**src/sv/vg3d_pkg.sv**
```systemverilog
// vg3d_pkg: shared constants, types and helpers for the volume gradient block
// no dependencies; imported by vg3d_ctrl/calc/outq and volume_gradient_3d
package vg3d_pkg;

    localparam int MAX_X = 64;
    localparam int MAX_Y = 64;
    localparam int MAX_Z = 1024;

    // ring spans two planes plus two rows
    localparam int RING_DEPTH = 2 * MAX_X * MAX_Y + 2 * MAX_X;
    localparam int RING_AW    = $clog2(RING_DEPTH);
    localparam int WORD_W     = 17;

    localparam int SX_W    = 7;
    localparam int SY_W    = 7;
    localparam int SZ_W    = 11;
    localparam int X_W     = $clog2(MAX_X);
    localparam int Y_W     = $clog2(MAX_Y);
    localparam int Z_W     = $clog2(MAX_Z);
    localparam int PLANE_W = $clog2(MAX_X * MAX_Y) + 1;
    localparam int GRAD_W  = 18;
    localparam int LEVEL_W = 3;

    localparam logic OP_VOXEL = 1'b0;
    localparam logic OP_FLUSH = 1'b1;

    localparam logic [1:0] REG_SIZE_X  = 2'd0;
    localparam logic [1:0] REG_SIZE_Y  = 2'd1;
    localparam logic [1:0] REG_SIZE_Z  = 2'd2;
    localparam logic [1:0] REG_MASK_EN = 2'd3;

    localparam logic [SX_W-1:0] SIZE_X_RESET = SX_W'(MAX_X);
    localparam logic [SY_W-1:0] SIZE_Y_RESET = SY_W'(MAX_Y);
    localparam logic [SZ_W-1:0] SIZE_Z_RESET = SZ_W'(MAX_Z);

    typedef struct packed {
        logic               valid;
        logic               first;
        logic               last;
        logic               x_lo;
        logic               x_hi;
        logic               y_lo;
        logic               y_hi;
        logic               z_lo;
        logic               z_hi;
        logic signed [15:0] z_plus;
    } issue_t;

    typedef struct packed {
        logic signed [GRAD_W-1:0] grad_x;
        logic signed [GRAD_W-1:0] grad_y;
        logic signed [GRAD_W-1:0] grad_z;
        logic                     in_mask;
        logic                     last;
    } result_t;

    function automatic logic [RING_AW-1:0] ring_add(input logic [RING_AW-1:0] ptr,
                                                    input logic [PLANE_W-1:0] off);
        logic [RING_AW:0] sum;
        sum = {1'b0, ptr} + (RING_AW+1)'(off);
        if (sum >= (RING_AW+1)'(RING_DEPTH)) begin
            sum = sum - (RING_AW+1)'(RING_DEPTH);
        end
        return sum[RING_AW-1:0];
    endfunction

    function automatic logic [RING_AW-1:0] ring_sub(input logic [RING_AW-1:0] ptr,
                                                    input logic [PLANE_W-1:0] off);
        logic [RING_AW:0] diff;
        diff = {1'b0, ptr} - (RING_AW+1)'(off);
        if ({1'b0, ptr} < (RING_AW+1)'(off)) begin
            diff = diff + (RING_AW+1)'(RING_DEPTH);
        end
        return diff[RING_AW-1:0];
    endfunction

    // one axis in half units: one-sided at the faces, central inside
    function automatic logic signed [GRAD_W-1:0] axis_grad(input logic lo,
                                                           input logic hi,
                                                           input logic signed [15:0] c,
                                                           input logic signed [15:0] m,
                                                           input logic signed [15:0] p);
        logic signed [GRAD_W-1:0] cs;
        logic signed [GRAD_W-1:0] ms;
        logic signed [GRAD_W-1:0] ps;
        cs = {{(GRAD_W-16){c[15]}}, c};
        ms = {{(GRAD_W-16){m[15]}}, m};
        ps = {{(GRAD_W-16){p[15]}}, p};
        if (lo) begin
            return (ps - cs) <<< 1;
        end
        if (hi) begin
            return (cs - ms) <<< 1;
        end
        return ps - ms;
    endfunction

endpackage

```
**src/sv/vg3d_outq.sv**
```systemverilog
// vg3d_outq: four-entry result queue parting the compute stage from the consumer
// depends on vg3d_pkg
module vg3d_outq (
    input  logic                            clk,
    input  logic                            rst_n,
    input  logic                            push,
    input  vg3d_pkg::result_t               push_data,
    output logic                            result_valid,
    input  logic                            result_stall,
    output vg3d_pkg::result_t               head,
    output logic [vg3d_pkg::LEVEL_W-1:0]    level
);
    import vg3d_pkg::*;

    result_t                entry [4];
    logic [1:0]             wr_ptr_reg;
    logic [1:0]             rd_ptr_reg;
    logic [LEVEL_W-1:0]     count_reg;
    logic                   pop;

    assign result_valid = (count_reg != '0);
    assign pop          = result_valid && !result_stall;
    assign head         = entry[rd_ptr_reg];
    assign level        = count_reg;

    always_ff @(posedge clk or negedge rst_n)
    begin
        if (!rst_n) begin
            wr_ptr_reg <= '0;
            rd_ptr_reg <= '0;
            count_reg  <= '0;
        end else begin
            if (push) begin
                wr_ptr_reg <= wr_ptr_reg + 2'd1;
            end
            if (pop) begin
                rd_ptr_reg <= rd_ptr_reg + 2'd1;
            end
            count_reg <= count_reg + LEVEL_W'(push) - LEVEL_W'(pop);
        end
    end

    always_ff @(posedge clk)
    begin
        if (push) begin
            entry[wr_ptr_reg] <= push_data;
        end
    end

endmodule

```
**config.mk**
```make
export PLATFORM = sky130hd
export DESIGN_NAME = vg3d_outq
export DESIGN_NICKNAME = d
export VERILOG_FILES = /design/src/sv/vg3d_pkg.sv /design/src/sv/vg3d_outq.sv
export SDC_FILE = /design/constraint.sdc
export NUM_CORES = 1
export LEC_CHECK = 0
export ABC_CLOCK_PERIOD_IN_PS = 2300
export BUFFER_PORTS_ARGS = -buffer_cell sky130_fd_sc_hd__buf_2
export CORE_UTILIZATION = 47
export CTS_CLUSTER_SIZE = 16
export DETAILED_ROUTE_END_ITERATION = 12
export PLACE_DENSITY = 0.75
export SYNTH_ARGS = -nofsm -noshare
export SYNTH_HDL_FRONTEND = slang
export SYNTH_SLANG_ARGS = --single-unit
```
**constraint.sdc**
```tcl
create_clock -name clk -period 2.3 [get_ports clk]
set_input_delay 0.46 -clock clk [delete_from_list [all_inputs] [get_ports clk]]
set_output_delay 0.46 -clock clk [all_outputs]
set_load 0.01 [all_outputs]
```
* Word-level counts from Yosys, hierarchy flattened
Memories as Yosys holds them, arrays and structs flattened.
Cells that the tools add are included.
** Storage, ports and cells
- Output and inout bits :: 60
- Memories :: 1
- Flip-flop bits (word level) :: 7
- Memory bits (writable) :: 224
- Bits of input ports :: 60
** Memories
- entry :: words 4, width 56, read ports 1, clocked after Yosys merged registers in 0, wr ports 1, RTL line vg3d_outq.sv:15 : result_t entry [4];
** Operators by class
- Reductions and logical operators :: 3
- Multiplexer cells :: 2
- Add/subtract/negate cells :: 4
** Operator list (number)
- 2-bit by 1-bit adder with 2-bit output, second input constant :: 2
- 3-bit by 1-bit adder with 3-bit output :: 1
- 3-bit nonzero test :: 1
- 3-bit by 1-bit subtractor with 3-bit output :: 1
- 1-bit two-way mux :: 2
- 1-bit logical AND :: 1
- 1-bit zero test :: 1

* Depth between registers and ports, before layout
- Word-level depth :: 3
- Depth in mapped cells :: 8
- Gate-level depth less buffers :: 8

* Worst setup path after synthesis
Ideal clock, no wire load.
- Kind :: register -> register
- Start point :: register wr_ptr_reg[0]
- End point :: memory entry[0][0] in the netlist's numbering (enable)
- Library setup time :: 0.419 ns
- Required time :: 1.881 ns
- Data arrival time :: 1.947 ns
- Path slack :: -0.067 ns
- Cell stages (with the launch flop) :: 4
- Cell sequence :: dfrtp_1 -> inv_1 -> ha_1 -> and2_1
** RTL lines
- start, declared :: RTL line vg3d_outq.sv:16 : logic [1:0] wr_ptr_reg;
- start signal, assigned :: RTL line vg3d_outq.sv:34 : wr_ptr_reg <= wr_ptr_reg + 2'd1;
- end, declared :: RTL line vg3d_outq.sv:15
Straight into the memory's write port.

==> results.sh <==
export IMPL_layout_drive_gt1_share=0.468
export IMPL_via_count=3805
export IMPL_cts_reportedPaths_clkPinSlew_ns=0.06
export IMPL_io_buffers=119
export IMPL_status="finished, violations left"
export IMPL_cts_htree_levels=1
export IMPL_violations="setup timing"
export IMPL_yosys_warnings=0
export IMPL_wl_met1_um=5970
export IMPL_initial_utilization=0.486
export IMPL_overflow=0
export IMPL_wl_per_cell_um=20.1
export IMPL_finalCriticalPeriod_ns=2.35
export IMPL_setup_tns_final_ns=-0.960
export IMPL_cts_root_buf="clkbuf_16"
export IMPL_cp_required_ns=1.84
export IMPL_hold_class="in2reg"
export IMPL_ys_types=19
export IMPL_fin_ws_ns=-0.0503
export IMPL_route_met2_wl_um=7430
export IMPL_largest_reg_flops=224
export IMPL_synth_edff_count=224
export IMPL_cp_start_kind="flop"
export IMPL_peakVddDrop_mv=0.809
export IMPL_track_usage=0.163
export IMPL_highest_layer="met5"
export IMPL_hpwl_um=9110
export IMPL_yosys_register_bits=231
export IMPL_grt_setup_unrepaired="yes"
export IMPL_finalSetupViolations=51
export IMPL_synth_avg_cell_area_um2=25.9
export IMPL_worst_pin_slew_ns=0.400
export IMPL_synth_nets=395
export IMPL_synthCells=328
export IMPL_cap_violations=0
export IMPL_first_pass_iters=4
export IMPL_grt_pass1_wl_um=22200
export IMPL_power_density_nw_per_um2=1290
export IMPL_skew_ns=0.00530
export IMPL_remaining_drc_errors=0
export IMPL_vias_per_cell=5.28
export IMPL_crit_type="reg2out"
export IMPL_wl_met3_um=824
export IMPL_dieArea_um2=18600
export IMPL_critPathMaxFanout=22
export IMPL_synth_top_flop_cell="edfxtp_1"
export IMPL_slew_headroom=0.733
export IMPL_hold_ws_ns=0.180
export IMPL_io_pins=120
export IMPL_grt_pass1_vias=4106
export IMPL_synth_seq_area_share=0.812
export IMPL_finalHoldViolations=0
export IMPL_coreArea_um2=17500
export IMPL_async_flop_share=0.0303
export IMPL_drt_iter0_drc=232
export IMPL_clock_path_buffers=3
export IMPL_rows=48
export IMPL_postRouteAntennaNets=0
export IMPL_cts_buffers=23
export IMPL_finalMaxSlewViolations=0
export IMPL_place_congestion=0.733
export IMPL_cts_tree="built"
export IMPL_wl_um=14500
export IMPL_top_register="entry"
export IMPL_clock_fmax_ghz=0.425
export IMPL_syn_cell_area_um2=8500
export IMPL_antenna_found_initial=2
export IMPL_crit_path_end_kind="output port"
export IMPL_cts_post_setup_buffers_inserted=0
export IMPL_area_growth_pct=20.9
export IMPL_clock_latency_ns=0.49
export IMPL_clock_sinks=231
export IMPL_period_share=1.02
export IMPL_grt_max_degree=35
export IMPL_nets=546
export IMPL_arrival_ns=1.89
export IMPL_chipWidth_um=136
export IMPL_total_leakage_power_nw=3.58
export IMPL_die_y_um=136
==> metrics by stage <==
step	cells	area (µm²)	worst slack (ns)	total power, mW	utilization
floorplan	328	8500	0.0176	8.33	-
global placement	678	9480	0.271	9.65	0.542
detailed placement	678	9480	0.140	9.78	0.542
CTS	719	10300	-0.0901	13.5	0.587
global route	719	10300	-0.132	13.9	0.588
finish	720	10300	-0.0503	13.3	0.588
==> where the power goes <==
group	total [mW]	internal (mW)	switching (mW)
clock	3.58	2.17	1.41
combinational	3.99	1.96	2.03
sequential	5.72	5.52	0.209
total	13.3	9.64	3.65
==> path summary, 6_finish.rpt <==
kind	start	endpoint	slack, ns	cells after the start
worst max-delay path	rd_ptr_reg[0]	head[30]	-0.05	3
worst min-delay path	push_data[54]	entry[0][54]	0.18	1
worst max register to register	level[1]	level[2]	0.20	8
worst min register to register	wr_ptr_reg[0]	wr_ptr_reg[0]	0.53	1
max in group asynchronous	rst_n	rd_ptr_reg[0]	1.78	2
min in group asynchronous	rst_n	level[2]	0.34	2
==> cell usage after synthesis (2+ instances only) <==
library cell    n  share of area
mux4_2         56           0.15
dfrtp_1         7          0.021
ha_1            6         0.0088
xor2_1          3         0.0031
clkbuf_1        2        0.00088
buf_2           4         0.0024
and2_1          4         0.0029
xnor2_1         2         0.0021
buf_12          3         0.0071
edfxtp_1      224           0.79
inv_1           7         0.0031
buf_4           3         0.0026
==> worst max-delay path, cell delays in order (launching register included) <==
cell,delay [ns]
dfrtp_4,0.45
buf_12,0.22
mux4_2,0.55
buf_2,0.16
==> cells in the final DEF, fill, tap and decap left out <==
master,instances
edfxtp_1,224
buf_2,111
mux4_2,56
clkbuf_16,23
buf_4,13
buf_6,9
inv_1,7
clkbuf_1,7
ha_1,6
dfrtp_1,5
buf_12,5
and2_4,4
xor2_1,3
bufinv_16,3
clkinv_2,3
clkinv_1,3
xnor2_1,2
diode_2,1
nor3_2,1
nor2_1,1
nand2_1,1
o21ai_0,1
nor3b_1,1
fa_1,1
clkinvlp_4,1
dlygate4sd3_1,1
dfrtp_4,1
dfrtp_2,1
==> cells by family after synthesis <==
family          synth area share
simple gates             0.00530
fa+ha+maj                 0.0112
xor+xnor                 0.00515
buf+inv                   0.0174
mux                        0.148
flops                      0.812
compound gates          0.000588
==> area by class of cell <==
type                            instances  area [µm²]
Clock buffer                           30         602
Multi-Input combinational cell         77        1470
Fill cell                            1270        7200
Clock inverter                         10         124
Timing Repair Buffer                  139         865
Inverter                                7        26.3
Sequential cell                       231        6910
Tap cell                              225         282
Antenna cell                            1        2.50
==> routing by layer <==
metal  track usage  vias up
met5             0        -
met4        0.0451        2
met3        0.0365       30
met2         0.278      101
met1         0.209     1981
li1              -     1691
==> what timing repair did <==
action / 4_1_cts / 5_1_grt
cloned: 0 / 0
hold endpoints to repair: 7 / 0
setup endpoints to repair: 56 / 57
hold buffers: 1 / 0
resized for setup: 9 / 1
Power figures use the tool's default switching activity.
