==> src/sv/vg3d_pkg.sv <==
// vg3d_pkg: shared constants, types and helpers for the volume gradient block
// no dependencies; imported by vg3d_ctrl/calc/outq and volume_gradient_3d
package vg3d_pkg;

    localparam int MAX_X = 64;
    localparam int MAX_Y = 64;
    localparam int MAX_Z = 1024;

    // ring spans two planes plus two rows
    localparam int RING_DEPTH = 2 * MAX_X * MAX_Y + 2 * MAX_X;
    localparam int RING_AW    = $clog2(RING_DEPTH);
    localparam int WORD_W     = 17;

    localparam int SX_W    = 7;
    localparam int SY_W    = 7;
    localparam int SZ_W    = 11;
    localparam int X_W     = $clog2(MAX_X);
    localparam int Y_W     = $clog2(MAX_Y);
    localparam int Z_W     = $clog2(MAX_Z);
    localparam int PLANE_W = $clog2(MAX_X * MAX_Y) + 1;
    localparam int GRAD_W  = 18;
    localparam int LEVEL_W = 3;

    localparam logic OP_VOXEL = 1'b0;
    localparam logic OP_FLUSH = 1'b1;

    localparam logic [1:0] REG_SIZE_X  = 2'd0;
    localparam logic [1:0] REG_SIZE_Y  = 2'd1;
    localparam logic [1:0] REG_SIZE_Z  = 2'd2;
    localparam logic [1:0] REG_MASK_EN = 2'd3;

    localparam logic [SX_W-1:0] SIZE_X_RESET = SX_W'(MAX_X);
    localparam logic [SY_W-1:0] SIZE_Y_RESET = SY_W'(MAX_Y);
    localparam logic [SZ_W-1:0] SIZE_Z_RESET = SZ_W'(MAX_Z);

    typedef struct packed {
        logic               valid;
        logic               first;
        logic               last;
        logic               x_lo;
        logic               x_hi;
        logic               y_lo;
        logic               y_hi;
        logic               z_lo;
        logic               z_hi;
        logic signed [15:0] z_plus;
    } issue_t;

    typedef struct packed {
        logic signed [GRAD_W-1:0] grad_x;
        logic signed [GRAD_W-1:0] grad_y;
        logic signed [GRAD_W-1:0] grad_z;
        logic                     in_mask;
        logic                     last;
    } result_t;

    function automatic logic [RING_AW-1:0] ring_add(input logic [RING_AW-1:0] ptr,
                                                    input logic [PLANE_W-1:0] off);
        logic [RING_AW:0] sum;
        sum = {1'b0, ptr} + (RING_AW+1)'(off);
        if (sum >= (RING_AW+1)'(RING_DEPTH)) begin
            sum = sum - (RING_AW+1)'(RING_DEPTH);
        end
        return sum[RING_AW-1:0];
    endfunction

    function automatic logic [RING_AW-1:0] ring_sub(input logic [RING_AW-1:0] ptr,
                                                    input logic [PLANE_W-1:0] off);
        logic [RING_AW:0] diff;
        diff = {1'b0, ptr} - (RING_AW+1)'(off);
        if ({1'b0, ptr} < (RING_AW+1)'(off)) begin
            diff = diff + (RING_AW+1)'(RING_DEPTH);
        end
        return diff[RING_AW-1:0];
    endfunction

    // one axis in half units: one-sided at the faces, central inside
    function automatic logic signed [GRAD_W-1:0] axis_grad(input logic lo,
                                                           input logic hi,
                                                           input logic signed [15:0] c,
                                                           input logic signed [15:0] m,
                                                           input logic signed [15:0] p);
        logic signed [GRAD_W-1:0] cs;
        logic signed [GRAD_W-1:0] ms;
        logic signed [GRAD_W-1:0] ps;
        cs = {{(GRAD_W-16){c[15]}}, c};
        ms = {{(GRAD_W-16){m[15]}}, m};
        ps = {{(GRAD_W-16){p[15]}}, p};
        if (lo) begin
            return (ps - cs) <<< 1;
        end
        if (hi) begin
            return (cs - ms) <<< 1;
        end
        return ps - ms;
    endfunction

endpackage

==> src/sv/vg3d_calc.sv <==
// vg3d_calc: x neighbour chain and the three axis differences with mask gating
// depends on vg3d_pkg
module vg3d_calc (
    input  logic                        clk,
    input  logic                        rst_n,
    input  vg3d_pkg::issue_t            issue,
    input  logic [vg3d_pkg::WORD_W-1:0] first_word,
    input  logic                        mask_en,
    input  logic [vg3d_pkg::WORD_W-1:0] rd_xp,
    input  logic [vg3d_pkg::WORD_W-1:0] rd_yp,
    input  logic [vg3d_pkg::WORD_W-1:0] rd_ym,
    input  logic [vg3d_pkg::WORD_W-1:0] rd_zm,
    output logic                        push,
    output vg3d_pkg::result_t           push_data
);
    import vg3d_pkg::*;

    // next_reg holds the word read as the right neighbour by the previous voxel
    logic [WORD_W-1:0] next_reg;
    logic [WORD_W-1:0] cen_reg;
    logic [WORD_W-1:0] center;
    logic              counted;

    assign center  = issue.first ? first_word : next_reg;
    assign counted = mask_en ? center[WORD_W-1] : 1'b1;

    always_ff @(posedge clk)
    begin
        if (issue.valid) begin
            next_reg <= rd_xp;
            cen_reg  <= center;
        end
    end

    assign push = issue.valid;

    always_comb
    begin
        push_data.in_mask = counted;
        push_data.last    = issue.last;
        push_data.grad_x  = '0;
        push_data.grad_y  = '0;
        push_data.grad_z  = '0;
        if (counted) begin
            push_data.grad_x = axis_grad(issue.x_lo, issue.x_hi, center[15:0],
                                         cen_reg[15:0], rd_xp[15:0]);
            push_data.grad_y = axis_grad(issue.y_lo, issue.y_hi, center[15:0],
                                         rd_ym[15:0], rd_yp[15:0]);
            push_data.grad_z = axis_grad(issue.z_lo, issue.z_hi, center[15:0],
                                         rd_zm[15:0], issue.z_plus);
        end
    end

    logic unused_rst;
    assign unused_rst = rst_n;

endmodule

==> config.mk <==
export PLATFORM = sky130hd
export DESIGN_NAME = vg3d_calc
export DESIGN_NICKNAME = d
export VERILOG_FILES = /design/src/sv/vg3d_pkg.sv /design/src/sv/vg3d_calc.sv
export SDC_FILE = /design/constraint.sdc
export NUM_CORES = 1
export LEC_CHECK = 0
export ABC_CLOCK_PERIOD_IN_PS = 6700
export BUFFER_PORTS_ARGS = -buffer_cell sky130_fd_sc_hd__clkbuf_2
export CAP_MARGIN = 20
export CELL_PAD_IN_SITES_DETAIL_PLACEMENT = 1
export CELL_PAD_IN_SITES_GLOBAL_PLACEMENT = 1
export CORE_ASPECT_RATIO = 1.1
export CORE_MARGIN = 10
export CORE_UTILIZATION = 47
export CTS_BUF_LIST = sky130_fd_sc_hd__clkbuf_8
export DETAILED_ROUTE_END_ITERATION = 10
export PLACE_DENSITY = 0.95
export SYNTH_ARGS = -nofsm -noshare
export SYNTH_HDL_FRONTEND = slang
export SYNTH_SLANG_ARGS = --single-unit
==> constraint.sdc <==
create_clock -name clk -period 6.7 [get_ports clk]
set_clock_uncertainty 0.2 [all_clocks]
set_input_delay 0.335 -clock clk [delete_from_list [all_inputs] [get_ports clk]]
set_output_delay 0.335 -clock clk [all_outputs]
set_load 0.005 [all_outputs]
# Word-level counts from Yosys, hierarchy flattened
# Index checks and enable logic that the tools add are counted.
# totals
regBits	33
input_bits	113
output_inout_bits	57
# classes
addsub	9
muxes	30
# ops
cell	n
2-to-1 mux 18 bit	12
subtractor 16 x 16 -> 17 bit	9
2-to-1 mux 54 bit	1
2-to-1 mux 17 bit	1
2-to-1 mux 1 bit	16

# Longest topological paths before layout
# logic_depth
word_depth	8
mapped_depth	15
ltp_nobuf	13

# Worst setup path after synthesis
# OpenSTA, ideal clock, no wires.
# synth_path
kind	input port to output port
start	input port issue[23] (netlist bit)
end	output port push_data[14] (netlist bit)
arrival_time_ps	3434
required_time_ps	6165
path_slack_ps	2731
path_stages	12
n_path_buf	1
path_cell_list	buf_2 -> mux2i_1 -> inv_1 -> ha_1 -> nor2b_1 -> o31a_1 -> o41ai_2 -> a21oi_1 -> a21oi_1 -> xnor2_1 -> a21oi_1 -> a221oi_1
# synth_lines
element	line	text
start, declared	vg3d_calc.sv:6	input vg3d_pkg::issue_t issue,
end, declared	vg3d_calc.sv:14	output vg3d_pkg::result_t push_data

==> key figures <==
Worst setup path
  • CP max stage cell: a2111oi_0
  • WP data arrival: about 4.2 ns
  • Req. time, crit path: ~6.2 ns
  • CP Max Fanout: 17
  • Bufs and invs on worst path: 3
  • CP endpoint kind: output pin
  • Setup crit start kind: input port
  • Instance count on the critical path: 13
  • CP delay by family, top: compound AO/OA/AOI/OAI gates
  • Kind of critical path: in -> out
  • Worst-case reg-to-reg path depth: 2
  • Sequence of cells on the critical path: clkbuf_2 > mux2i_1 > inv_1 > ha_1 > o21a_1 > o31a_1 > o21ai_0 > nand2_1 > a2111oi_0 > o21bai_1 > mux2i_1 > a2111oi_2 > clkbuf_2
  • Crit-path max cell delay: slightly below 0.7 ns

Final layout
  • Nets: about 1.6k
  • Post-route insts no fill: ~1.6k
  • Fraction of layout cells with a size suffix above 1: roughly 16%
  • # diodes: 0
  • Design Area, Final: a little over 10000 µm²
  • Largest register FFs: 17
  • Area Growth Syn to Fin: 11.7%

Power and ir drop
  • Leakage power: 4.84 nW
  • Pwr Total: 0.00163 W
  • Maximum vdd ir drop: between 0.06 and 0.07 mV
  • P per Cell Area: roughly 160 nW/µm²

Drt
  • Drt first pass iters: 5
  • Final ANT Viol Nets: 0
  • Vias: 9874
  • Vias per cell: between 6 and 7
  • Final wirelength: around 33000 µm
  • DRT iter0 DRCs: between 400 and 500
  • WL per Instance: about 21 µm
  • Detailed-route DRC error count: 0

Flow run
  • Maxcap violations: 0

Die
  • Vert. Die Dim: 167 µm
  • Row cnt: 53
  • Die width: between 150 and 200 µm
  • Die area: around 26000 µm²
  • I/O pin cnt: 170
  • Initial Utilization: between 40% and 50%
  • Total core area: between 15000 and 20000 µm²

Timing
  • Setup TNS: 0 ns
  • Fin. Hold Viols: 0
  • Final Hold Slack: around 0.022 ns
  • Worst-margin pin slew: 0.708 ns
  • RSZ-0062 raised after global routing: false
  • Final worst-path cycle share: between 70% and 80%
  • FMAX: ~210 MHz
  • Rel. slew slack: between 50% and 60%
  • Min cycle time layout: between 4 and 5 ns
  • # setup viols final: 0
  • Slew Limit Fails: 0

Clocking
  • Clk root buf: clkbuf_8
  • Reg clk slew, reported paths: 0.07 ns
  • CTS tree: done
  • Skew-Pair Late Insertion Delay: around 0.3 ns
  • Post CTS Setup Buffer Count: 0
  • Cts hold-fix bufs: 0
  • Cts repair resizes: 0
  • CTS Sinks: 33
  • H-tree levels: 2
  • CTS max path bufs: 2
  • Num CTS Buffers: 5

Synth
  • Top cells by area, synth: ha_1 20%, edfxtp_1 11%, a21oi_1 5.4%
  • Netlist cell types: between 80 and 90
  • Yosys Warn Count: 0
  • Mapped cell area: between 9000 and 10000 µm²
  • Synth top area share: approximately a fifth
  • FFs w/ async S/R, synth: 0%
  • Register bit total from synthesis: 33
  • Cell taking the most area after synthesis: ha_1
  • Sequential area share after synthesis: 10.8%
  • Syn Inst Count: around 1.2k
  • Net Count, Synth: between 1k and 1.5k
  • Post-synth EDFFs: 33
  • Top_reg_cell synth: edfxtp_1
  • Avg Synthesized Cell Area: between 7 and 8 µm²

Placed design
  • Placed cell area: around 10000 µm²
  • DP Cell Count: approximately 1.6k
  • HPWL after DPL: roughly 28000 µm
  • PortBufs: between 150 and 200
  • GPL Wtd Cong: roughly 0.96

GRT
  • Initial antenna violation count: 0
  • Vias in the first global route: between 10k and 15k
  • Largest net degree at the start of global routing: 44
  • First-pass GRT wire length: 52600 µm
  • Grt ovf: 0
  • Total Routing Usage GR: roughly 24%

Status
  • Outcome: completed

Min path
  • Hold Path Class: in -> reg
  • Hold Path Depth: 1
-- cell usage after synthesis (all sizes together), types with 6 or more instances --
master and count:
mux2i 25, or2 6, ha 145, and2 7, or3 6, nor2b 30, fa 9, a211o 8
clkbuf 30, nand3 20, inv 96, nor4 6, a31oi 10, xnor2 52, and3 7, a211oi 33
o211ai 8, a2111oi 7, a221oi 9, a21o 29, nor2 95, o41ai 7, o21ai 89, o31a 13
buf 9, o21a 32, nand2b 22, nand2 65, nor3 22, nand4 12, xor2 35, o21bai 11
o31ai 12, a21oi 104, edfxtp 33
-- cell type report --
class | count | area, µm²
timing repair buffer | 167 | 846
clock buffer | 5 | 68.8
multi-input combinational | 1018 | 7660
clock inverter | 3 | 11.3
sequential | 33 | 991
inverter | 97 | 364
fill | 2435 | 8920
tap | 247 | 309
-- per-layer routing --
layer	global-route usage, %	part of all wire (%)	up-vias
li1	-	-	4722
met3	2.47	5.3	74
met1	28.1	41	4761
met2	45.1	50	317
met5	0	0	-
met4	9.42	3.4	0
-- path summary, 6_finish.rpt --
check | start | to | slack, ns
max | issue[23] | push_data[34] | 1.96
min | rd_xp[16] | next_reg[16] | 0.02
max reg2reg | next_reg[11] | cen_reg[11] | 4.98
min reg2reg | next_reg[0] | cen_reg[0] | 0.69
-- report_power, final --
group / internal, W / switching, W
clock: 0.0000694 / 0.0000827
combinational: 0.000511 / 0.000711
sequential: 0.000246 / 0.00000501
-- logic make-up (layout without fill, tap and decap cells) --
family | Yosys count | in the layout | share of synthesized area (%)
AOI/OAI and AO/OA | 431 | 431 | 32.9
and+or+nand+nor | 316 | 316 | 17.2
DFF | 33 | 33 | 10.8
adders and majority gates | 154 | 154 | 21.7
muxes | 30 | 30 | 3.34
buffers and inverters | 136 | 272 | 5.74
xor gates and xnor gates | 87 | 87 | 8.31
-- cells in the final DEF (no fill, tap or decap), types with 28 or more instances in the layout --
cell      instances
clkbuf_2        163
ha_1            145
inv_1            99
a21oi_1          99
nor2_1           95
o21ai_0          84
nand2_1          65
xnor2_1          52
xor2_1           35
a211oi_1         33
edfxtp_1         33
o21a_1           32
a21o_1           29
nor2b_1          28
-- metrics by stage --
step	worst slack [ns]	util, %
after floorplan	2.73	-
after global placement	2.16	53.1
final	1.96	53.5
after CTS	2.02	53.5
after detailed placement	2.00	53.1
after global routing	1.67	53.5
Note: power is estimated with default switching activity, not from simulation.
