$ cat config.mk
export PLATFORM = sky130hd
export DESIGN_NAME = vg3d_ctrl
export DESIGN_NICKNAME = d
export VERILOG_FILES = /design/src/sv/vg3d_pkg.sv /design/src/sv/vg3d_ctrl.sv
export SDC_FILE = /design/constraint.sdc
export NUM_CORES = 1
export LEC_CHECK = 0
export BUFFER_PORTS_ARGS = -buffer_cell sky130_fd_sc_hd__buf_2
export CORE_MARGIN = 2
export CORE_UTILIZATION = 30
export CTS_BUF_LIST = sky130_fd_sc_hd__clkbuf_8
export CTS_CLUSTER_SIZE = 10
export DETAILED_ROUTE_END_ITERATION = 6
export SLEW_MARGIN = 20
export SYNTH_ARGS = -nofsm -noshare
export SYNTH_HDL_FRONTEND = slang
export SYNTH_SLANG_ARGS = --single-unit
$ cat constraint.sdc
create_clock -name clk -period 19.55 [get_ports clk]
set_input_delay 3.91 -clock clk [delete_from_list [all_inputs] [get_ports clk]]
set_output_delay 3.91 -clock clk [all_outputs]
set_load 0.05 [all_outputs]
$ cat src/sv/vg3d_pkg.sv
// vg3d_pkg: shared constants, types and helpers for the volume gradient block
// no dependencies; imported by vg3d_ctrl/calc/outq and volume_gradient_3d
package vg3d_pkg;

    localparam int MAX_X = 64;
    localparam int MAX_Y = 64;
    localparam int MAX_Z = 1024;

    // ring spans two planes plus two rows
    localparam int RING_DEPTH = 2 * MAX_X * MAX_Y + 2 * MAX_X;
    localparam int RING_AW    = $clog2(RING_DEPTH);
    localparam int WORD_W     = 17;

    localparam int SX_W    = 7;
    localparam int SY_W    = 7;
    localparam int SZ_W    = 11;
    localparam int X_W     = $clog2(MAX_X);
    localparam int Y_W     = $clog2(MAX_Y);
    localparam int Z_W     = $clog2(MAX_Z);
    localparam int PLANE_W = $clog2(MAX_X * MAX_Y) + 1;
    localparam int GRAD_W  = 18;
    localparam int LEVEL_W = 3;

    localparam logic OP_VOXEL = 1'b0;
    localparam logic OP_FLUSH = 1'b1;

    localparam logic [1:0] REG_SIZE_X  = 2'd0;
    localparam logic [1:0] REG_SIZE_Y  = 2'd1;
    localparam logic [1:0] REG_SIZE_Z  = 2'd2;
    localparam logic [1:0] REG_MASK_EN = 2'd3;

    localparam logic [SX_W-1:0] SIZE_X_RESET = SX_W'(MAX_X);
    localparam logic [SY_W-1:0] SIZE_Y_RESET = SY_W'(MAX_Y);
    localparam logic [SZ_W-1:0] SIZE_Z_RESET = SZ_W'(MAX_Z);

    typedef struct packed {
        logic               valid;
        logic               first;
        logic               last;
        logic               x_lo;
        logic               x_hi;
        logic               y_lo;
        logic               y_hi;
        logic               z_lo;
        logic               z_hi;
        logic signed [15:0] z_plus;
    } issue_t;

    typedef struct packed {
        logic signed [GRAD_W-1:0] grad_x;
        logic signed [GRAD_W-1:0] grad_y;
        logic signed [GRAD_W-1:0] grad_z;
        logic                     in_mask;
        logic                     last;
    } result_t;

    function automatic logic [RING_AW-1:0] ring_add(input logic [RING_AW-1:0] ptr,
                                                    input logic [PLANE_W-1:0] off);
        logic [RING_AW:0] sum;
        sum = {1'b0, ptr} + (RING_AW+1)'(off);
        if (sum >= (RING_AW+1)'(RING_DEPTH)) begin
            sum = sum - (RING_AW+1)'(RING_DEPTH);
        end
        return sum[RING_AW-1:0];
    endfunction

    function automatic logic [RING_AW-1:0] ring_sub(input logic [RING_AW-1:0] ptr,
                                                    input logic [PLANE_W-1:0] off);
        logic [RING_AW:0] diff;
        diff = {1'b0, ptr} - (RING_AW+1)'(off);
        if ({1'b0, ptr} < (RING_AW+1)'(off)) begin
            diff = diff + (RING_AW+1)'(RING_DEPTH);
        end
        return diff[RING_AW-1:0];
    endfunction

    // one axis in half units: one-sided at the faces, central inside
    function automatic logic signed [GRAD_W-1:0] axis_grad(input logic lo,
                                                           input logic hi,
                                                           input logic signed [15:0] c,
                                                           input logic signed [15:0] m,
                                                           input logic signed [15:0] p);
        logic signed [GRAD_W-1:0] cs;
        logic signed [GRAD_W-1:0] ms;
        logic signed [GRAD_W-1:0] ps;
        cs = {{(GRAD_W-16){c[15]}}, c};
        ms = {{(GRAD_W-16){m[15]}}, m};
        ps = {{(GRAD_W-16){p[15]}}, p};
        if (lo) begin
            return (ps - cs) <<< 1;
        end
        if (hi) begin
            return (cs - ms) <<< 1;
        end
        return ps - ms;
    endfunction

endpackage

$ cat src/sv/vg3d_ctrl.sv
// vg3d_ctrl: register port, raster counters, ring pointers and neighbour read issue
// depends on vg3d_pkg
module vg3d_ctrl (
    input  logic                            clk,
    input  logic                            rst_n,
    input  logic                            psel,
    input  logic                            penable,
    input  logic                            pwrite,
    input  logic [3:0]                      paddr,
    input  logic [31:0]                     pwdata,
    output logic [31:0]                     prdata,
    input  logic                            voxel_valid,
    output logic                            voxel_stall,
    input  logic                            operation,
    input  logic signed [15:0]              sample,
    input  logic signed [15:0]              mask_sample,
    input  logic [vg3d_pkg::LEVEL_W-1:0]    q_level,
    output logic                            ring_we,
    output logic [vg3d_pkg::RING_AW-1:0]    ring_waddr,
    output logic [vg3d_pkg::WORD_W-1:0]     ring_wdata,
    output logic [vg3d_pkg::RING_AW-1:0]    addr_xp,
    output logic [vg3d_pkg::RING_AW-1:0]    addr_yp,
    output logic [vg3d_pkg::RING_AW-1:0]    addr_ym,
    output logic [vg3d_pkg::RING_AW-1:0]    addr_zm,
    output vg3d_pkg::issue_t                issue,
    output logic [vg3d_pkg::WORD_W-1:0]     first_word,
    output logic                            mask_en
);
    import vg3d_pkg::*;

    logic [SX_W-1:0]    size_x_reg;
    logic [SY_W-1:0]    size_y_reg;
    logic [SZ_W-1:0]    size_z_reg;
    logic               mask_en_reg;
    logic [X_W-1:0]     in_x_reg, in_x_next;
    logic [Y_W-1:0]     in_y_reg, in_y_next;
    logic [Z_W-1:0]     in_z_reg, in_z_next;
    logic [X_W-1:0]     out_x_reg, out_x_next;
    logic [Y_W-1:0]     out_y_reg, out_y_next;
    logic [Z_W-1:0]     out_z_reg, out_z_next;
    logic [PLANE_W-1:0] gap_reg, gap_next;
    logic               all_in_reg, all_in_next;
    logic [RING_AW-1:0] wp_reg, wp_next;
    logic [RING_AW-1:0] rp_reg, rp_next;
    issue_t             issue_reg, issue_next;
    logic [WORD_W-1:0]  first_reg;

    logic [SX_W-1:0]    sx, sx_m1;
    logic [SY_W-1:0]    sy, sy_m1;
    logic [SZ_W-1:0]    sz, sz_m1;
    logic [PLANE_W-1:0] plane;
    logic [PLANE_W-1:0] gap1;
    logic               cfg_wr, size_wr;
    logic               accept, take, emit, in_end, all_in1, out_last;
    logic               in_first, pos;
    logic               ox_hi, oy_hi, oz_hi;

    assign cfg_wr  = psel && penable && pwrite;
    assign size_wr = cfg_wr && (paddr[3:2] == REG_SIZE_X || paddr[3:2] == REG_SIZE_Y
                                || paddr[3:2] == REG_SIZE_Z);

    always_comb
    begin
        case (paddr[3:2])
            REG_SIZE_X:  prdata = 32'(size_x_reg);
            REG_SIZE_Y:  prdata = 32'(size_y_reg);
            REG_SIZE_Z:  prdata = 32'(size_z_reg);
            REG_MASK_EN: prdata = 32'(mask_en_reg);
            default:     prdata = '0;
        endcase
    end

    // clamp sizes into their legal ranges
    always_comb
    begin
        sx = size_x_reg;
        if (size_x_reg < SX_W'(2)) begin
            sx = SX_W'(2);
        end else if (size_x_reg > SX_W'(MAX_X)) begin
            sx = SX_W'(MAX_X);
        end
        sy = size_y_reg;
        if (size_y_reg < SY_W'(2)) begin
            sy = SY_W'(2);
        end else if (size_y_reg > SY_W'(MAX_Y)) begin
            sy = SY_W'(MAX_Y);
        end
        sz = size_z_reg;
        if (size_z_reg < SZ_W'(2)) begin
            sz = SZ_W'(2);
        end else if (size_z_reg > SZ_W'(MAX_Z)) begin
            sz = SZ_W'(MAX_Z);
        end
    end

    assign sx_m1 = sx - SX_W'(1);
    assign sy_m1 = sy - SY_W'(1);
    assign sz_m1 = sz - SZ_W'(1);
    assign plane = PLANE_W'(sx) * PLANE_W'(sy);

    // queue level plus the item in flight must leave room for one more result
    assign voxel_stall = ({1'b0, q_level} + (LEVEL_W+1)'(issue_reg.valid))
                         >= (LEVEL_W+1)'(3);

    assign accept   = voxel_valid && !voxel_stall;
    assign take     = accept && (operation == OP_VOXEL) && !all_in_reg;
    assign in_end   = ({1'b0, in_x_reg} == sx_m1) && ({1'b0, in_y_reg} == sy_m1)
                      && ({1'b0, in_z_reg} == sz_m1);
    assign in_first = (in_x_reg == '0) && (in_y_reg == '0) && (in_z_reg == '0);
    assign gap1     = gap_reg + PLANE_W'(take);
    assign all_in1  = all_in_reg || (take && in_end);
    assign emit     = accept && (gap1 != '0) && ((gap1 > plane) || all_in1);
    assign ox_hi    = ({1'b0, out_x_reg} == sx_m1);
    assign oy_hi    = ({1'b0, out_y_reg} == sy_m1);
    assign oz_hi    = ({1'b0, out_z_reg} == sz_m1);
    assign out_last = ox_hi && oy_hi && oz_hi;
    assign pos      = (mask_sample > 16'sd0);

    assign ring_we    = take;
    assign ring_waddr = wp_reg;
    assign ring_wdata = {pos, sample};

    assign addr_xp = ring_add(rp_reg, PLANE_W'(1));
    assign addr_yp = ring_add(rp_reg, PLANE_W'(sx));
    assign addr_ym = ring_sub(rp_reg, PLANE_W'(sx));
    assign addr_zm = ring_sub(rp_reg, plane);

    always_comb
    begin
        in_x_next   = in_x_reg;
        in_y_next   = in_y_reg;
        in_z_next   = in_z_reg;
        out_x_next  = out_x_reg;
        out_y_next  = out_y_reg;
        out_z_next  = out_z_reg;
        gap_next    = gap1 - PLANE_W'(emit);
        all_in_next = all_in1;
        wp_next     = wp_reg;
        rp_next     = rp_reg;

        issue_next        = issue_reg;
        issue_next.valid  = emit;
        issue_next.first  = (out_x_reg == '0) && (out_y_reg == '0) && (out_z_reg == '0);
        issue_next.last   = out_last;
        issue_next.x_lo   = (out_x_reg == '0);
        issue_next.x_hi   = ox_hi;
        issue_next.y_lo   = (out_y_reg == '0);
        issue_next.y_hi   = oy_hi;
        issue_next.z_lo   = (out_z_reg == '0);
        issue_next.z_hi   = oz_hi;
        issue_next.z_plus = sample;

        if (take) begin
            wp_next = (wp_reg == RING_AW'(RING_DEPTH - 1)) ? '0 : wp_reg + RING_AW'(1);
            if ({1'b0, in_x_reg} == sx_m1) begin
                in_x_next = '0;
                if ({1'b0, in_y_reg} == sy_m1) begin
                    in_y_next = '0;
                    in_z_next = in_z_reg + Z_W'(1);
                end else begin
                    in_y_next = in_y_reg + Y_W'(1);
                end
            end else begin
                in_x_next = in_x_reg + X_W'(1);
            end
        end

        if (emit) begin
            rp_next = (rp_reg == RING_AW'(RING_DEPTH - 1)) ? '0 : rp_reg + RING_AW'(1);
            if (ox_hi) begin
                out_x_next = '0;
                if (oy_hi) begin
                    out_y_next = '0;
                    out_z_next = out_z_reg + Z_W'(1);
                end else begin
                    out_y_next = out_y_reg + Y_W'(1);
                end
            end else begin
                out_x_next = out_x_reg + X_W'(1);
            end
        end

        // end of volume or a new size: start over
        if (size_wr || (emit && out_last)) begin
            in_x_next   = '0;
            in_y_next   = '0;
            in_z_next   = '0;
            out_x_next  = '0;
            out_y_next  = '0;
            out_z_next  = '0;
            gap_next    = '0;
            all_in_next = 1'b0;
            wp_next     = '0;
            rp_next     = '0;
        end
    end

    always_ff @(posedge clk or negedge rst_n)
    begin
        if (!rst_n) begin
            size_x_reg      <= SIZE_X_RESET;
            size_y_reg      <= SIZE_Y_RESET;
            size_z_reg      <= SIZE_Z_RESET;
            mask_en_reg     <= 1'b0;
            in_x_reg        <= '0;
            in_y_reg        <= '0;
            in_z_reg        <= '0;
            out_x_reg       <= '0;
            out_y_reg       <= '0;
            out_z_reg       <= '0;
            gap_reg         <= '0;
            all_in_reg      <= 1'b0;
            wp_reg          <= '0;
            rp_reg          <= '0;
            issue_reg       <= '0;
        end else begin
            if (cfg_wr) begin
                case (paddr[3:2])
                    REG_SIZE_X:  size_x_reg  <= pwdata[SX_W-1:0];
                    REG_SIZE_Y:  size_y_reg  <= pwdata[SY_W-1:0];
                    REG_SIZE_Z:  size_z_reg  <= pwdata[SZ_W-1:0];
                    REG_MASK_EN: mask_en_reg <= pwdata[0];
                    default:     ;
                endcase
            end
            in_x_reg        <= in_x_next;
            in_y_reg        <= in_y_next;
            in_z_reg        <= in_z_next;
            out_x_reg       <= out_x_next;
            out_y_reg       <= out_y_next;
            out_z_reg       <= out_z_next;
            gap_reg         <= gap_next;
            all_in_reg      <= all_in_next;
            wp_reg          <= wp_next;
            rp_reg          <= rp_next;
            issue_reg       <= issue_next;
        end
    end

    // copy of the origin voxel for the first result of a volume
    always_ff @(posedge clk)
    begin
        if (take && in_first) begin
            first_reg <= ring_wdata;
        end
    end

    assign issue      = issue_reg;
    assign first_word = first_reg;
    assign mask_en    = mask_en_reg;

endmodule

## Yosys cells after proc, flatten, opt, wreduce, memory -nomap -nowiden

Cells that the tools add are included.

| operators by class | value |
|---|---|
| multipliers | 1 |
| equal/unequal tests | 11 |
| bitwise operators | 1 |
| mux-type cells | 41 |
| magnitude comparators | 13 |
| add/subtract/negate cells | 22 |
| reductions and logical operators | 48 |

Operators by type and width:

| kind | count |
|---|---|
| $mux 14 | 10 |
| $pmux 32 s4 | 1 |
| $mux 6 | 14 |
| $mux 10 | 8 |
| $ge 15x14->1 const B | 2 |
| $add 14x1->14 const B | 2 |
| $add 14x14->14 const B | 2 |
| $eq 14x14->1 const B | 2 |
| $eq 6x7->1 | 4 |
| $mux 7 | 4 |
| $sub 14x14->14 const B | 2 |
| $add 6x1->6 const B | 4 |
| $logic_not 6->1 | 4 |
| $eq 10x11->1 | 2 |
| $mux 11 | 2 |
| $add 10x1->10 const B | 2 |
| $logic_not 10->1 | 2 |
| $logic_and 1x1->1 | 19 |
| $gt 16x1->1 const B | 1 |
| $add 14x1->15 const B | 1 |
| $add 14x7->15 | 1 |
| $gt 7x7->1 const B | 2 |
| $lt 14x13->1 | 1 |
| $lt 14x7->1 | 1 |
| other kinds (25) | 44 |

| storage, ports and cells | value |
|---|---|
| input bits | 78 |
| logic and storage cells | 162 |
| register bits after elaboration | 154 |
| output and inout bits | 164 |

## Longest topological paths before layout

| logic depth | value |
|---|---|
| depth after elaboration | 15 |
| mapped depth | 38 |
| depth with buffers taken out | 37 |

## Worst setup path before layout

No wires, ideal clock.

| timing path | value |
|---|---|
| path type | register -> output |
| start point | reg size_x_reg[4] |
| end point | out addr_zm[10] (netlist bit) |
| stages on the path, launching flop included | 27 |
| data arrival time | 7142 ps |
| required time | 15640 ps |
| path buffers | 1 |
| slack | 8498 ps |
| path through | dfrtp_1 > clkbuf_1 > or4_1 > o21ai_2 > inv_1 > nand2_1 > fa_1 > fa_1 > inv_1 > fa_1 > inv_1 > fa_1 > inv_1 > ha_1 > a21boi_0 > o21ai_0 > a21oi_1 > o21ai_0 > nand2b_1 > xnor2_1 > ha_1 > and3_1 > nand3_1 > a31oi_1 > a211oi_1 > nand4_1 > xnor2_1 |

| between the ends | value |
|---|---|
| longest elaborated chain between the ends | 7 |
| elaborated cells on any way between the ends | 9 |
| classes of those cells | add/sub (2); mul (1); order compare (3); mux (3) |

Ends and longest elaborated chain:

| element | RTL line | text |
|---|---|---|
| from (decl) | vg3d_ctrl.sv:31 | `logic [SX_W-1:0] size_x_reg;` |
| from (signal assigned) | vg3d_ctrl.sv:219 | `REG_SIZE_X: size_x_reg <= pwdata[SX_W-1:0];` |
| $gt 7x7->1 | vg3d_ctrl.sv:79 | `end else if (size_x_reg > SX_W'(MAX_X)) begin` |
| $mux 7 | vg3d_ctrl.sv:79 |  |
| $mux 7 * | vg3d_ctrl.sv:77 | `if (size_x_reg < SX_W'(2)) begin` |
| $mul 7x7->13 * | vg3d_ctrl.sv:99 | `assign plane = PLANE_W'(sx) * PLANE_W'(sy);` |
| $sub 14x13->14 | vg3d_pkg.sv:70 | `diff = {1'b0, ptr} - (RING_AW+1)'(off);` |
| $add 14x14->14 | vg3d_pkg.sv:72 | `diff = diff + (RING_AW+1)'(RING_DEPTH);` |
| $mux 14 * | vg3d_pkg.sv:71 | `if ({1'b0, ptr} < (RING_AW+1)'(off)) begin` |
| to (decl) | vg3d_ctrl.sv:24 | `output logic [vg3d_pkg::RING_AW-1:0] addr_zm,` |

Mark *: on every way between the ends. The rest lies on a longest branch, timed or not.

## Final worst setup path

| timing path | value |
|---|---|
| start point | reg size_x_reg[3] |
| end point | out addr_zm[12] (netlist bit) |

The elaborated chain is that of the path after synthesis.

==> impl_metrics.json <==
{
  "status": "finished, final reports clean",
  "h-tree-depth": 4,
  "fin_nets": 1977,
  "r2r-end": "gap_reg[10]",
  "synth_cell_types": 92,
  "vias": 12580,
  "end_kind": "output port",
  "path_clk_slew_ps": 100,
  "setup_tns_ps": 0,
  "wl_per_cell_um": 17.06,
  "drive_gt1_share_pct": 17.17,
  "wirelength_um": 40750,
  "crit_fanout": 12,
  "viasPerCell": 5.264,
  "maxSlewViolCount": 0,
  "num_rows": 78,
  "rsz0062_at_grt": "no",
  "synth_edf_count": 17,
  "worstMarginPinSlew_ps": 954.8,
  "max_freq_mhz": 81.42,
  "fin_cells": 2389,
  "crit_start": "size_x_reg[3]",
  "postSynthAreaPerCell_um2": 8.407,
  "insertion_delay_ps": 490,
  "synth-seq-cells": 154,
  "place_hpwl_um": 31480,
  "drtIter0Drc": 790,
  "r2r-start": "size_x_reg[3]",
  "finalPower_mw": 2.397,
  "min_period_ps": 12280,
  "dieArea_um2": 47660,
  "die_w_um": 218.3,
  "cts_tree": "yes",
  "largest_register_ffs": 25,
  "hp-class": "reg -> reg",
  "finalCritPeriodShare_pct": 62.82,
  "hold_viol_final": 0,
  "remaining_drc_errors": 0,
  "grt_pass1_vias": 12260,
  "ir_drop_uv": 216.6,
  "start_util_pct": 30.36,
  "post_cts_buffers": 0,
  "synthArstFlopShare_pct": 88.96,
  "endpoint": "addr_zm[12]",
  "drt_pass1_iterations": 5,
  "grt_pass1_wl_um": 65720,
  "slew_headroom_pct": 36.11,
  "antenna_found_initial": 1,
  "post_cts_resized": 0,
  "grt_max_degree": 75,
  "r2r_cells": 37,
  "yosysWarnings": 0,
  "postCtsHoldBufs": 0,
  "total_leakage_power_nw": 7.077,
  "crit_type": "reg -> out",
  "io_buffers": 197,
  "ff2ff_setup_slack_ps": 9830,
  "gp_congestion": 0.8872,
  "ant_nets": 0,
  "setup_violations": 0,
  "grtUsageTotal_pct": 17.19,
  "yosys.area.top_type": "dfrtp_1",
  "clock_path_buffers": 2,
  "netlist_area_um2": 13780,
  "overflow": 0,
  "powerDensity_nw_per_um2": 154.6,
  "die_y_um": 218.3,
  "ctsRootBufferMaster": "clkbuf_8",
  "ys.flop_type": "dfrtp_1",
  "cts.sinks": 154,
  "required_ps": 15640,
  "yosysSeqAreaShare_pct": 28.61,
  "core_um2": 45380,
  "cp-start-kind": "flip-flop",
  "dp.cells": 2356,
  "num_io_pins": 242,
  "drv_cap": 0,
  "fin_skew_ps": 24.22,
  "areaGrowthSynthToFinish_pct": 12.51,
  "synthCells": 1639,
  "synth.top_cell.area_share_pct": 24.33,
  "cts_buffers": 17,
  "cp.arrival_ps": 8370,
  "synth_area_leaders": "dfrtp_1 (24%), ha_1 (8.9%), xnor2_1 (5.2%), nor2_1 (4.5%), fa_1 (3.8%)"
}
## power breakdown
part / switching (mW) / total, mW / leakage, nW / internal, mW
clock: 0.142 / 0.249 / 0.194 / 0.107
sequential: 0.0995 / 0.470 / 1.94 / 0.371
combinational: 1.17 / 1.68 / 4.95 / 0.511
total: 1.41 / 2.40 / 7.08 / 0.988
## logic make-up after synthesis
family | share of synthesized area [%]
compound gates | 15.35
buf+inv | 7.282
flops | 28.61
xor+xnor | 8.236
fa+ha+maj | 12.75
other cells | 0.02721
mux | 4.122
simple gates | 23.62
## final cells by class
class / count / area, um2
Fill cell: 4798 / 29880
Clock buffer: 18 / 247.7
Antenna cell: 1 / 2.502
Timing Repair Buffer: 210 / 1090
Tap cell: 600 / 750.7
Multi-Input combinational cell: 1284 / 8929
Clock inverter: 14 / 136.4
Sequential cell: 154 / 3943
Inverter: 108 / 405.4
## cells in the mapped netlist (all sizes together), types with 9 or more instances
| cell type | instances |
|---|---|
| nor3 | 44 |
| nand2b | 19 |
| a21oi | 82 |
| xor2 | 45 |
| or3 | 29 |
| a211oi | 12 |
| nand3 | 78 |
| and2 | 17 |
| xnor2 | 82 |
| a21o | 13 |
| edfxtp | 17 |
| nor2b | 23 |
| mux2 | 28 |
| nand4 | 28 |
| a31oi | 9 |
| mux2i | 23 |
| buf | 53 |
| nor3b | 13 |
| or4 | 11 |
| nor4 | 33 |
| ha | 98 |
| o21ai | 83 |
| dfrtp | 134 |
| inv | 107 |
| or2 | 13 |
| clkbuf | 60 |
| nand2 | 129 |
| o211ai | 13 |
| fa | 26 |
| and3 | 24 |
| nor2 | 164 |
## metal layers
layer / vias to the layer above / GRT usage [%] / share of wire [%]
met5: - / 0 / 0
met4: 0 / 4.263 / 1.5
met3: 32 / 3.271 / 5.9
met2: 430 / 28.76 / 47
met1: 6076 / 22.74 / 46
li1: 6037 / - / -
## worst max-delay path, cell delays in order (launching register included)
cell and delay [ps]:
dfrtp_1 550, or4_1 570, o21ai_2 320, inv_1 260, nand2_1 160, fa_1 420, fa_1 560, inv_1 60
fa_1 530, inv_1 60, fa_1 520, inv_1 40, ha_1 340, a21boi_0 140, o21ai_0 220, a21oi_1 110
o21ai_0 160, nand2b_1 110, xnor2_1 320, ha_1 350, and3_1 200, nand3_1 80, a31oi_1 120, a211oi_1 670
nand4_1 250, nor3b_1 310, xnor2_1 150, buf_2 280
## metrics by stage
step | area [um2] | hold slack, ps | worst slack, ps | utilization [%]
floorplan | 13850 | 537.2 | 8498 | -
global placement | 15100 | 515.7 | 7885 | 33.28
detailed placement | 15100 | 524.9 | 7822 | 33.28
CTS | 15490 | 545.5 | 7223 | 34.13
global route | 15500 | 585.4 | 6613 | 34.16
finish | 15500 | 556.3 | 7269 | 34.16
## how the worst min path moves through the flow
| stage | startpoint | to | slack, ps | cells past startpoint |
|---|---|---|---|---|
| floorplan | out_x_reg[1] | out_x_reg[1] | 540 | 2 |
| global placement | mask_en | mask_en | 520 | 1 |
| detailed placement | mask_en | mask_en | 520 | 1 |
| CTS | mask_en | mask_en | 550 | 1 |
| global route | mask_en | mask_en | 590 | 1 |
| finish | mask_en | mask_en | 560 | 1 |
## placed cells by master (no fill, tap or decap), types with 8 or more instances in the layout
cell type	Yosys	final
a211oi_1	11	11
a21o_1	13	13
a21oi_1	82	82
a22o_1	8	8
a31oi_1	9	9
and2_1	17	17
and3_1	24	24
buf_2	9	196
buf_4	39	13
clkbuf_8	0	18
conb_1	1	21
dfrtp_1	134	134
edfxtp_1	17	17
fa_1	26	26
ha_1	98	98
inv_1	106	107
mux2_2	28	28
mux2i_1	23	23
nand2_1	129	129
nand2b_1	19	18
nand3_1	78	78
nand4_1	28	28
nor2_1	164	164
nor2b_1	23	23
nor3_1	44	43
nor3b_1	13	12
nor4_1	31	31
o2111ai_1	8	8
o211ai_1	13	13
o21a_1	8	8
o21ai_0	81	81
or2_2	12	12
or3_1	29	29
or4_1	9	9
xnor2_1	82	82
xor2_1	45	45
(Power assumes the default switching activity.)
